**src/rtl/core/lirs_pkg.sv**
```systemverilog
// ----------------------------------------------------------------------------
// lirs_pkg
// Shared constants, types and helpers of the linear interpolation resampler.
// ----------------------------------------------------------------------------
`default_nettype none

package lirs_pkg;

  // data path sizes
  localparam int NUM_CHANNELS          = 2;
  localparam int SAMPLE_BITS           = 24;
  localparam int FRAC_BITS             = 16;
  localparam int POS_BITS              = 32;
  localparam int RATE_BITS             = 21;
  localparam int STEP_BITS             = 18;
  localparam int LIMIT_BITS            = 16;
  localparam int IDX_BITS              = 16;
  localparam int MAX_OUTPUTS_PER_INPUT = 64;
  localparam int CNT_BITS              = $clog2(MAX_OUTPUTS_PER_INPUT + 1);
  localparam int DIFF_BITS             = SAMPLE_BITS + 1;
  localparam int PROD_BITS             = DIFF_BITS + FRAC_BITS + 1;
  localparam int RSUM_BITS             = RATE_BITS + 2;

  // configuration port
  localparam int CFG_IDX_BITS  = 8;
  localparam int CFG_DATA_BITS = 32;

  localparam logic [CFG_IDX_BITS-1:0] REG_START_POSITION = 8'd0;
  localparam logic [CFG_IDX_BITS-1:0] REG_START_RATE     = 8'd1;
  localparam logic [CFG_IDX_BITS-1:0] REG_RATE_SLOPE     = 8'd2;
  localparam logic [CFG_IDX_BITS-1:0] REG_OUT_LIMIT      = 8'd3;

  // rate range and reset value
  localparam logic [RATE_BITS-1:0] RATE_MIN       = 21'd1024;
  localparam logic [RATE_BITS-1:0] RATE_MAX       = 21'd1048576;
  localparam logic [RATE_BITS-1:0] START_RATE_RST = 21'd65536;

  typedef enum logic {
    ST_IDLE,
    ST_RUN
  } lirs_state_e;

  // sequencer to lanes
  typedef struct packed {
    logic                 restart;
    logic                 load_first;
    logic                 load_frame;
    logic                 frame_end;
    logic                 issue;
    logic [FRAC_BITS-1:0] frac;
  } lirs_lane_ctl_t;

  // sequencer to merge stage
  typedef struct packed {
    logic issue;
    logic last;
    logic fin;
  } lirs_issue_t;

  // clamp a signed rate value into the allowed range
  function automatic logic [RATE_BITS-1:0] sat_rate(input logic signed [RSUM_BITS-1:0] r);
    logic signed [RSUM_BITS-1:0] lo;
    logic signed [RSUM_BITS-1:0] hi;
    lo = $signed({2'b00, RATE_MIN});
    hi = $signed({2'b00, RATE_MAX});
    if (r < lo) begin
      return RATE_MIN;
    end else if (r > hi) begin
      return RATE_MAX;
    end else begin
      return r[RATE_BITS-1:0];
    end
  endfunction

endpackage

`default_nettype wire

```
**src/rtl/core/linear_interp_resampler_unit.sv**
```systemverilog
// ----------------------------------------------------------------------------
// linear_interp_resampler_unit
// Streaming linear-interpolation resampler with a variable rate.
// ----------------------------------------------------------------------------
// Usage:
//   Source frames come in on the in_* channel (valid/ready), one frame per
//   request. Each frame yields zero or more interpolated frames on the out_*
//   channel (valid/ready); last_of_run marks the last one a frame causes and
//   finished marks the end of the run.
//   Registers start_position, start_rate, the rate slope and out_limit are
//   written on the cfg_* channel (index 0 to 3), by the user only while the
//   block is idle; the block does not enforce it. A write to one of them
//   restarts the run; cfg_ready_o is always high. Flow: a frame is taken,
//   then the sequencer issues one output per cycle to the channel lanes
//   while the output path can take it, then closes the frame; a frame has
//   at most 64 outputs. After issue, each output passes the lane product
//   stage, then the output register, where the base sample is added.
//   If the receiver stalls, the product stage and output register fill and
//   the sequencer holds; no output is lost. in_ready_o stays low while a
//   frame is at work.
//   Reset clears the run state and loads the default registers; the block
//   is ready for a frame as soon as reset is released.
// ----------------------------------------------------------------------------
`default_nettype none

module linear_interp_resampler_unit import lirs_pkg::*; (
  input  wire logic                          clk_i,
  input  wire logic                          rst_ni,
  input  wire logic                          in_valid_i,
  output logic                               in_ready_o,
  input  wire logic signed [SAMPLE_BITS-1:0] sample_left_i,
  input  wire logic signed [SAMPLE_BITS-1:0] sample_right_i,
  input  wire logic                          end_of_source_i,
  output logic                               out_valid_o,
  input  wire logic                          out_ready_i,
  output logic signed [SAMPLE_BITS-1:0]      out_left_o,
  output logic signed [SAMPLE_BITS-1:0]      out_right_o,
  output logic                               last_of_run_o,
  output logic                               finished_o,
  input  wire logic                          cfg_valid_i,
  output logic                               cfg_ready_o,
  input  wire logic [CFG_IDX_BITS-1:0]       cfg_index_i,
  input  wire logic [CFG_DATA_BITS-1:0]      cfg_data_i
);

  lirs_lane_ctl_t lane_ctl;
  lirs_issue_t    issue;
  logic           issue_ok;
  logic [NUM_CHANNELS-1:0][SAMPLE_BITS-1:0] samples;
  logic [NUM_CHANNELS-1:0][SAMPLE_BITS-1:0] lane_res;
  logic [NUM_CHANNELS-1:0][SAMPLE_BITS-1:0] out_samples;

  assign samples[0] = sample_left_i;
  assign samples[1] = sample_right_i;

  // sequencer and configuration
  lirs_ctrl u_ctrl (
    .clk_i           (clk_i),
    .rst_ni          (rst_ni),
    .in_valid_i      (in_valid_i),
    .end_of_source_i (end_of_source_i),
    .in_ready_o      (in_ready_o),
    .cfg_valid_i     (cfg_valid_i),
    .cfg_index_i     (cfg_index_i),
    .cfg_data_i      (cfg_data_i),
    .cfg_ready_o     (cfg_ready_o),
    .issue_ok_i      (issue_ok),
    .lane_ctl_o      (lane_ctl),
    .issue_o         (issue)
  );

  // one interpolation lane per channel
  for (genvar c = 0; c < NUM_CHANNELS; c++) begin : g_lane
    lirs_lane u_lane (
      .clk_i    (clk_i),
      .rst_ni   (rst_ni),
      .ctl_i    (lane_ctl),
      .sample_i (samples[c]),
      .result_o (lane_res[c])
    );
  end

  // output frame assembly
  lirs_merge u_merge (
    .clk_i        (clk_i),
    .rst_ni       (rst_ni),
    .issue_i      (issue),
    .lane_res_i   (lane_res),
    .out_ready_i  (out_ready_i),
    .issue_ok_o   (issue_ok),
    .out_valid_o  (out_valid_o),
    .out_sample_o (out_samples),
    .out_last_o   (last_of_run_o),
    .out_fin_o    (finished_o)
  );

  assign out_left_o  = out_samples[0];
  assign out_right_o = out_samples[1];

endmodule

`default_nettype wire

```
**src/rtl/core/lirs_lane.sv**
```systemverilog
// ----------------------------------------------------------------------------
// lirs_lane
// One channel: keeps the previous and current sample, multiplies the
// fraction by their difference and forms the interpolated sample.
// ----------------------------------------------------------------------------
`default_nettype none

module lirs_lane import lirs_pkg::*; (
  input  wire logic                          clk_i,
  input  wire logic                          rst_ni,
  input  wire lirs_lane_ctl_t                ctl_i,
  input  wire logic signed [SAMPLE_BITS-1:0] sample_i,
  output logic signed [SAMPLE_BITS-1:0]      result_o
);

  logic signed [SAMPLE_BITS-1:0] prev_q;
  logic signed [SAMPLE_BITS-1:0] cur_q;
  logic signed [DIFF_BITS-1:0]   diff_q;
  logic signed [DIFF_BITS-1:0]   diff_d;
  logic signed [PROD_BITS-1:0]   prod_q;
  logic signed [SAMPLE_BITS-1:0] s1_prev_q;
  logic signed [PROD_BITS-1:0]   prod_shr;
  logic signed [PROD_BITS-1:0]   sum;

  // previous frame sample
  always_ff @(posedge clk_i or negedge rst_ni) begin
    if (!rst_ni) begin
      prev_q <= '0;
    end else if (ctl_i.restart) begin
      prev_q <= '0;
    end else if (ctl_i.load_first) begin
      prev_q <= sample_i;
    end else if (ctl_i.frame_end) begin
      prev_q <= cur_q;
    end
  end

  assign diff_d = DIFF_BITS'(sample_i) - DIFF_BITS'(prev_q);

  // current sample and difference for the frame at work
  always_ff @(posedge clk_i) begin
    if (ctl_i.load_frame) begin
      cur_q  <= sample_i;
      diff_q <= diff_d;
    end
  end

  // product stage, taken with the base sample it belongs to
  always_ff @(posedge clk_i) begin
    if (ctl_i.issue) begin
      prod_q    <= PROD_BITS'($signed({1'b0, ctl_i.frac}) * diff_q);
      s1_prev_q <= prev_q;
    end
  end

  // floor by the fraction width, then add the base sample
  assign prod_shr = prod_q >>> FRAC_BITS;
  assign sum      = PROD_BITS'(s1_prev_q) + prod_shr;
  assign result_o = sum[SAMPLE_BITS-1:0];

endmodule

`default_nettype wire

```
**src/rtl/core/lirs_merge.sv**
```systemverilog
// ----------------------------------------------------------------------------
// lirs_merge
// Collects the lane results and the run flags into one output frame and
// holds it in the output register until the receiver takes it.
// ----------------------------------------------------------------------------
`default_nettype none

module lirs_merge import lirs_pkg::*; (
  input  wire logic                                   clk_i,
  input  wire logic                                   rst_ni,
  input  wire lirs_issue_t                            issue_i,
  input  wire logic [NUM_CHANNELS-1:0][SAMPLE_BITS-1:0] lane_res_i,
  input  wire logic                                   out_ready_i,
  output logic                                        issue_ok_o,
  output logic                                        out_valid_o,
  output logic [NUM_CHANNELS-1:0][SAMPLE_BITS-1:0]    out_sample_o,
  output logic                                        out_last_o,
  output logic                                        out_fin_o
);

  logic s1_valid_q;
  logic s1_last_q;
  logic s1_fin_q;
  logic out_valid_q;
  logic out_free;
  logic s1_adv;
  logic [NUM_CHANNELS-1:0][SAMPLE_BITS-1:0] out_sample_q;
  logic out_last_q;
  logic out_fin_q;

  // pipeline advance
  assign out_free   = !out_valid_q || out_ready_i;
  assign s1_adv     = s1_valid_q && out_free;
  assign issue_ok_o = !s1_valid_q || out_free;

  // valid bits
  always_ff @(posedge clk_i or negedge rst_ni) begin
    if (!rst_ni) begin
      s1_valid_q  <= 1'b0;
      out_valid_q <= 1'b0;
    end else begin
      if (issue_i.issue) begin
        s1_valid_q <= 1'b1;
      end else if (s1_adv) begin
        s1_valid_q <= 1'b0;
      end
      if (s1_adv) begin
        out_valid_q <= 1'b1;
      end else if (out_ready_i) begin
        out_valid_q <= 1'b0;
      end
    end
  end

  // flags that travel beside the lane products
  always_ff @(posedge clk_i) begin
    if (issue_i.issue) begin
      s1_last_q <= issue_i.last;
      s1_fin_q  <= issue_i.fin;
    end
  end

  // output register
  always_ff @(posedge clk_i) begin
    if (s1_adv) begin
      out_sample_q <= lane_res_i;
      out_last_q   <= s1_last_q;
      out_fin_q    <= s1_fin_q;
    end
  end

  assign out_valid_o  = out_valid_q;
  assign out_sample_o = out_sample_q;
  assign out_last_o   = out_last_q;
  assign out_fin_o    = out_fin_q;

endmodule

`default_nettype wire

```
**src/rtl/core/lirs_ctrl.sv**
```systemverilog
// ----------------------------------------------------------------------------
// lirs_ctrl
// Configuration registers and the per-frame sequencer: walks the read
// position across the current frame pair, one output per cycle unless stalled.
// ----------------------------------------------------------------------------
`default_nettype none

module lirs_ctrl import lirs_pkg::*; (
  input  wire logic                     clk_i,
  input  wire logic                     rst_ni,
  input  wire logic                     in_valid_i,
  input  wire logic                     end_of_source_i,
  output logic                          in_ready_o,
  input  wire logic                     cfg_valid_i,
  input  wire logic [CFG_IDX_BITS-1:0]  cfg_index_i,
  input  wire logic [CFG_DATA_BITS-1:0] cfg_data_i,
  output logic                          cfg_ready_o,
  input  wire logic                     issue_ok_i,
  output lirs_lane_ctl_t                lane_ctl_o,
  output lirs_issue_t                   issue_o
);

  // configuration
  logic [POS_BITS-1:0]          start_pos_q, start_pos_d;
  logic [RATE_BITS-1:0]         start_rate_q, start_rate_d;
  logic signed [STEP_BITS-1:0]  rate_slope_q, rate_slope_d;
  logic [LIMIT_BITS-1:0]        out_limit_q, out_limit_d;

  // run state
  lirs_state_e                  state_q, state_d;
  logic [POS_BITS-1:0]          pos_q, pos_d;
  logic [RATE_BITS-1:0]         rate_q, rate_d;
  logic [IDX_BITS-1:0]          idx_q, idx_d;
  logic [LIMIT_BITS-1:0]        made_q, made_d;
  logic [CNT_BITS-1:0]          n_q, n_d;
  logic                         done_q, done_d;
  logic                         ovf_q, ovf_d;
  logic                         eos_q, eos_d;

  logic                         cfg_hit;
  logic [IDX_BITS-1:0]          target;
  logic                         cond;
  logic                         cond_next;
  logic [POS_BITS:0]            np;
  logic [LIMIT_BITS:0]          made_inc;
  logic signed [RSUM_BITS-1:0]  rate_sum;
  logic                         eos_in;

  assign cfg_ready_o = 1'b1;
  assign cfg_hit = (cfg_index_i == REG_START_POSITION) || (cfg_index_i == REG_START_RATE) ||
                   (cfg_index_i == REG_RATE_SLOPE) || (cfg_index_i == REG_OUT_LIMIT);

  // per-output arithmetic
  assign target   = idx_q - 1'b1;
  assign np       = {1'b0, pos_q} + (POS_BITS + 1)'(rate_q);
  assign made_inc = {1'b0, made_q} + 1'b1;
  assign rate_sum = $signed({2'b00, rate_q}) +
                    $signed({{(RSUM_BITS - STEP_BITS){rate_slope_q[STEP_BITS-1]}}, rate_slope_q});
  assign eos_in   = end_of_source_i || (idx_q == '1);

  assign cond = (n_q < CNT_BITS'(MAX_OUTPUTS_PER_INPUT)) && (made_q < out_limit_q) &&
                !ovf_q && (pos_q[POS_BITS-1:FRAC_BITS] <= target);
  assign cond_next = (n_q < CNT_BITS'(MAX_OUTPUTS_PER_INPUT - 1)) &&
                     (made_inc < {1'b0, out_limit_q}) && !np[POS_BITS] &&
                     (np[POS_BITS-1:FRAC_BITS] <= target);

  // next state and outputs
  always_comb begin
    start_pos_d  = start_pos_q;
    start_rate_d = start_rate_q;
    rate_slope_d = rate_slope_q;
    out_limit_d  = out_limit_q;
    state_d      = state_q;
    pos_d        = pos_q;
    rate_d       = rate_q;
    idx_d        = idx_q;
    made_d       = made_q;
    n_d          = n_q;
    done_d       = done_q;
    ovf_d        = ovf_q;
    eos_d        = eos_q;
    in_ready_o   = 1'b0;
    lane_ctl_o   = '0;
    lane_ctl_o.frac = pos_q[FRAC_BITS-1:0];
    issue_o      = '0;

    case (state_q)
      ST_IDLE: begin
        in_ready_o = 1'b1;
        if (in_valid_i && !done_q) begin
          if (idx_q == '0) begin
            // first frame only primes the previous sample
            lane_ctl_o.load_first = 1'b1;
            idx_d = IDX_BITS'(1);
            if (eos_in || (out_limit_q == '0)) begin
              done_d = 1'b1;
            end
          end else begin
            lane_ctl_o.load_frame = 1'b1;
            eos_d   = eos_in;
            n_d     = '0;
            ovf_d   = 1'b0;
            state_d = ST_RUN;
          end
        end
      end
      ST_RUN: begin
        if (cond) begin
          if (issue_ok_i) begin
            lane_ctl_o.issue = 1'b1;
            issue_o.issue = 1'b1;
            issue_o.last  = !cond_next;
            issue_o.fin   = !cond_next &&
                            (eos_q || np[POS_BITS] || (made_inc >= {1'b0, out_limit_q}));
            pos_d  = np[POS_BITS-1:0];
            ovf_d  = np[POS_BITS];
            rate_d = sat_rate(rate_sum);
            made_d = made_inc[LIMIT_BITS-1:0];
            n_d    = n_q + 1'b1;
          end
        end else begin
          // frame finished: close the run if needed and shift the frame
          done_d = eos_q || ovf_q || (made_q >= out_limit_q);
          lane_ctl_o.frame_end = 1'b1;
          if (idx_q != '1) begin
            idx_d = idx_q + 1'b1;
          end
          state_d = ST_IDLE;
        end
      end
      default: begin
        state_d = ST_IDLE;
      end
    endcase

    // register write restarts the run
    if (cfg_valid_i && cfg_hit) begin
      if (cfg_index_i == REG_START_POSITION) begin
        start_pos_d = cfg_data_i[POS_BITS-1:0];
      end
      if (cfg_index_i == REG_START_RATE) begin
        start_rate_d = cfg_data_i[RATE_BITS-1:0];
      end
      if (cfg_index_i == REG_RATE_SLOPE) begin
        rate_slope_d = $signed(cfg_data_i[STEP_BITS-1:0]);
      end
      if (cfg_index_i == REG_OUT_LIMIT) begin
        out_limit_d = cfg_data_i[LIMIT_BITS-1:0];
      end
      lane_ctl_o.restart = 1'b1;
      pos_d   = start_pos_d;
      rate_d  = sat_rate($signed({2'b00, start_rate_d}));
      idx_d   = '0;
      made_d  = '0;
      done_d  = 1'b0;
      state_d = ST_IDLE;
    end
  end

  // state registers
  always_ff @(posedge clk_i or negedge rst_ni) begin
    if (!rst_ni) begin
      start_pos_q  <= '0;
      start_rate_q <= START_RATE_RST;
      rate_slope_q <= '0;
      out_limit_q  <= '0;
      state_q      <= ST_IDLE;
      pos_q        <= '0;
      rate_q       <= START_RATE_RST;
      idx_q        <= '0;
      made_q       <= '0;
      n_q          <= '0;
      done_q       <= 1'b0;
      ovf_q        <= 1'b0;
      eos_q        <= 1'b0;
    end else begin
      start_pos_q  <= start_pos_d;
      start_rate_q <= start_rate_d;
      rate_slope_q <= rate_slope_d;
      out_limit_q  <= out_limit_d;
      state_q      <= state_d;
      pos_q        <= pos_d;
      rate_q       <= rate_d;
      idx_q        <= idx_d;
      made_q       <= made_d;
      n_q          <= n_d;
      done_q       <= done_d;
      ovf_q        <= ovf_d;
      eos_q        <= eos_d;
    end
  end

`ifndef SYNTH
  // never issue past the output limit
  a_limit: assert property (@(posedge clk_i) disable iff (!rst_ni)
    issue_o.issue |-> (made_q < out_limit_q))
    else $error("output issued beyond limit");

  // issued positions lie inside the current frame pair
  a_window: assert property (@(posedge clk_i) disable iff (!rst_ni)
    issue_o.issue |-> (pos_q[POS_BITS-1:FRAC_BITS] <= target) && (idx_q != '0))
    else $error("output issued outside frame pair");

  // rate stays in range
  a_rate: assert property (@(posedge clk_i) disable iff (!rst_ni)
    (rate_q >= RATE_MIN) && (rate_q <= RATE_MAX))
    else $error("rate out of range");

  // no more than the per-frame cap of outputs
  a_cap: assert property (@(posedge clk_i) disable iff (!rst_ni)
    issue_o.issue |-> (n_q < CNT_BITS'(MAX_OUTPUTS_PER_INPUT)) && (state_q == ST_RUN))
    else $error("per-frame output cap exceeded");
`endif

endmodule

`default_nettype wire
```
**config.mk**
```make
export PLATFORM = sky130hd
export DESIGN_NAME = linear_interp_resampler_unit
export DESIGN_NICKNAME = d
export VERILOG_FILES = /design/src/rtl/core/lirs_pkg.sv /design/src/rtl/core/linear_interp_resampler_unit.sv /design/src/rtl/core/lirs_lane.sv /design/src/rtl/core/lirs_merge.sv /design/src/rtl/core/lirs_ctrl.sv
export SDC_FILE = /design/constraint.sdc
export NUM_CORES = 2
export LEC_CHECK = 0
export BUFFER_PORTS_ARGS = -buffer_cell sky130_fd_sc_hd__buf_2
export CORE_MARGIN = 2
export CORE_UTILIZATION = 40
export CTS_BUF_LIST = sky130_fd_sc_hd__clkbuf_2
export DETAILED_ROUTE_END_ITERATION = 10
export GPL_TIMING_DRIVEN = 0
export SLEW_MARGIN = 15
export SYNTH_ARGS = -nofsm -noshare
export SYNTH_HDL_FRONTEND = slang
export SYNTH_HIERARCHICAL = 1
export SYNTH_SLANG_ARGS = --single-unit
```
**constraint.sdc**
```tcl
create_clock -name clk_i -period 16.1 [get_ports clk_i]
set_input_delay 0.805 -clock clk_i [delete_from_list [all_inputs] [get_ports clk_i]]
set_output_delay 0.805 -clock clk_i [all_outputs]
set_load 0.005 [all_outputs]
```
==> reports/qor.csv <==
metric;value;unit
Startpoint Class;flop;
Clk Latency, worst-skew pair;1.60;ns
CTS tree;yes;
Avg Inst Size Synth;9.72;sq um
clock buffer depth;3;
clock root buffer;clkbuf_2;
die area;0.139;sq mm
Commonest cells post-synth;inv_1 (1,000), fa_1 (760), nand2_1 (646);
CP Max Fanout;14;
minimum period implied by the final worst setup slack;7.94;ns
Worst-Margin Slew;1.23;ns
global route total overflow;0;
Max-slew headroom;17.8;%
outcome;complete, no violations;
share of cells above drive strength 1;8.45;%
final non-filler cell total;7983;
final hold violations;0;
async set-reset flop share out of synthesis;48.6;%
gp weighted congestion;0.916;
number of port buffers;145;
cell taking the most area after synthesis;fa_1;
Die Y;372;microns
sequential share of the synthesized area;24.4;%
post-cts gate resize count;0;
worst hold stages;2;
most common cell in the netlist;inv_1;
Setup crit end kind;flop;
fin crit share;49.3;%
Chip Width;372;microns
nets@finish;7338;
HPWL Detailed;122;mm
IO Pins;147;
Final setup viols;0;
Fmax achieved;0.126;GHz
CTS buffer count;140;
core footprint;0.135;sq mm
RSZ-0062 raised after global routing;false;
Most used DFF post-synth;edfxtp_1;
kind of critical path;flop to flop;
Inst Count DP;7513;
Filler Cells Inserted;12900;
Syn Inst Count;5579;
DP Area;0.0574;sq mm
DRT iter0 DRCs;3009;
wire length of the first global-routing pass;251;mm
Clock Sinks;479;
CTS clk-pin slew, worst paths;0.09;ns
Layout area overhead;12.2;%
Routed WL;159;mm
Synth Net Count;6831;
clk_skew;0.179;ns
gr usage total;23.8;%
number of max-cap violations;0;
Yosys top cell area share;28.1;%
Post-synth EDFFs;246;
worst endpoint required time;17.34;ns
routed len/inst;20.0;microns
cell count of the worst reg-to-reg path;22;
Final ANT Viol Nets;0;
Yosys reg bits;479;
vias in the first global route;43400;
Vias;41500;
Setup Total Neg Slack;0;ns
top cells by area, synth;fa_1 (28%), edfxtp_1 (14%), dfrtp_1 (11%);
Site Rows;135;
synth unique cells;99;
initial core utilization;40.2;%
post-route cell area;0.0608;sq mm
Worst Hold Class;input pin to flop;
crit path DAT;9.17;ns
postcts setup bufs;0;
DRT Pass-1 Iters;5;
Synth Cell Area;0.0542;sq mm
fin. max-slew vios;0;
largest net degree at the start of global routing;84;
Via-to-Cell Ratio;5.20;
H-tree depth;4;
post-route DRC violation count;0;
Synth Warn #;6;
WHS;0.250;ns
initial antenna violation count;15;
-- worst max-delay path: stages (launching register included) --
cell,delay (ns)
dfrtp_1,0.51
buf_4,0.40
clkbuf_1,0.59
nand2_1,0.17
fa_1,0.55
fa_1,0.48
fa_1,0.54
inv_1,0.05
fa_1,0.50
fa_1,0.49
inv_1,0.05
fa_1,0.49
inv_1,0.06
ha_1,0.29
a211oi_1,0.19
o21ai_0,0.13
a22oi_1,0.47
o21ai_1,0.40
o21ba_2,0.39
a31oi_4,0.30
o21ai_1,0.15
a211oi_1,0.26
nor2_1,0.06
-- per-layer routing --
metal / track usage [%] / wire [microns]
met1: 31.7 / 68100
met2: 38.7 / 74600
met3: 4.90 / 11400
met4: 7.82 / 5340
met5: 0 / 47
-- path summary, 6_finish.rpt --
check | start | to | slack, ns
hold / removal | sample_right_i[11] | g_lane[1].u_lane/cur_q[11]$_DFFE_PP_ | 0.25
min in group asynchronous | rst_ni | u_ctrl/start_rate_q[16]$_DFFE_PN1P_ | 0.36
setup reg to reg | u_ctrl/pos_q[2]$_DFFE_PN0P_ | g_lane[1].u_lane/prod_q[36]$_DFFE_PP_ | 8.16
hold reg to reg | u_merge/s1_fin_q$_DFFE_PP_ | u_merge/out_fin_o$_DFFE_PP_ | 0.43
max in group asynchronous | rst_ni | g_lane[1].u_lane/prev_q[11]$_DFFE_PN0P_ | 14.69
setup / recovery | u_ctrl/pos_q[2]$_DFFE_PN0P_ | g_lane[1].u_lane/prod_q[36]$_DFFE_PP_ | 8.16
-- final cells by class --
class	count	area [sq um]	share of cell area, %
multi-input cells	3890	36400	59.8
flip-flops and latches	479	13200	21.7
inverters	1002	3760	6.18
repair buffers	365	3050	5.01
well taps	1781	2230	3.66
clock buffers	208	1040	1.71
plain buffers	208	866	1.42
clock inverters	38	260	0.428
diodes	12	30.0	0.0493
-- sequential cells by signal, indices dropped and copies added, names as in the netlist, 7 cells and up --
register / count
g_lane.u_lane/cur_q: 48
g_lane.u_lane/diff_q: 50
g_lane.u_lane/prev_q: 48
g_lane.u_lane/prod_q: 48
g_lane.u_lane/s1_prev_q: 48
u_ctrl/idx_q: 16
u_ctrl/made_q: 16
u_ctrl/n_q: 7
u_ctrl/out_limit_q: 16
u_ctrl/pos_q: 32
u_ctrl/rate_q: 21
u_ctrl/rate_slope_q: 18
u_ctrl/start_pos_q: 32
u_ctrl/start_rate_q: 21
u_merge/out_sample_o: 48
-- cell families after synthesis --
logic type / after synthesis / synth area share (%)
and+or+nand+nor: 1628 / 14.2
buffers and inverters: 1210 / 8.52
adders and majority gates: 1158 / 37.2
AOI/OAI and AO/OA: 701 / 8.62
DFF: 479 / 24.4
xor gates and xnor gates: 246 / 3.97
muxes: 156 / 3.05
other: 1 / 0.00692
-- timing repair --
item	4_1_cts	5_1_grt
hold buffers	212	0
endpoints found under the hold margin	501	0
setup endpoints to repair	0	0
-- through the flow --
step                worst slack (ns)  utilization, %
floorplan                       9.65               -
global placement                8.36            42.4
detailed placement              8.36            42.5
CTS                             8.21            45.1
global route                    7.91            45.1
finish                          8.16            45.1
-- cells in the final DEF (no fill, tap or decap), types with 84 or more instances in the layout --
cell type and instances:
and2_1 330, a21oi_1 213, xnor2_1 162, nor2_1 326, ha_1 398, clkbuf_1 184
dlygate4sd3_1 211, o21ai_0 119, clkbuf_2 208, nand2_1 646, dfrtp_1 231, fa_1 760
buf_2 146, edfxtp_1 246, inv_1 1000, xor2_1 84
Power is not shown: default switching activity piles up to over one toggle a cycle in this logic, so the estimate is an artifact.
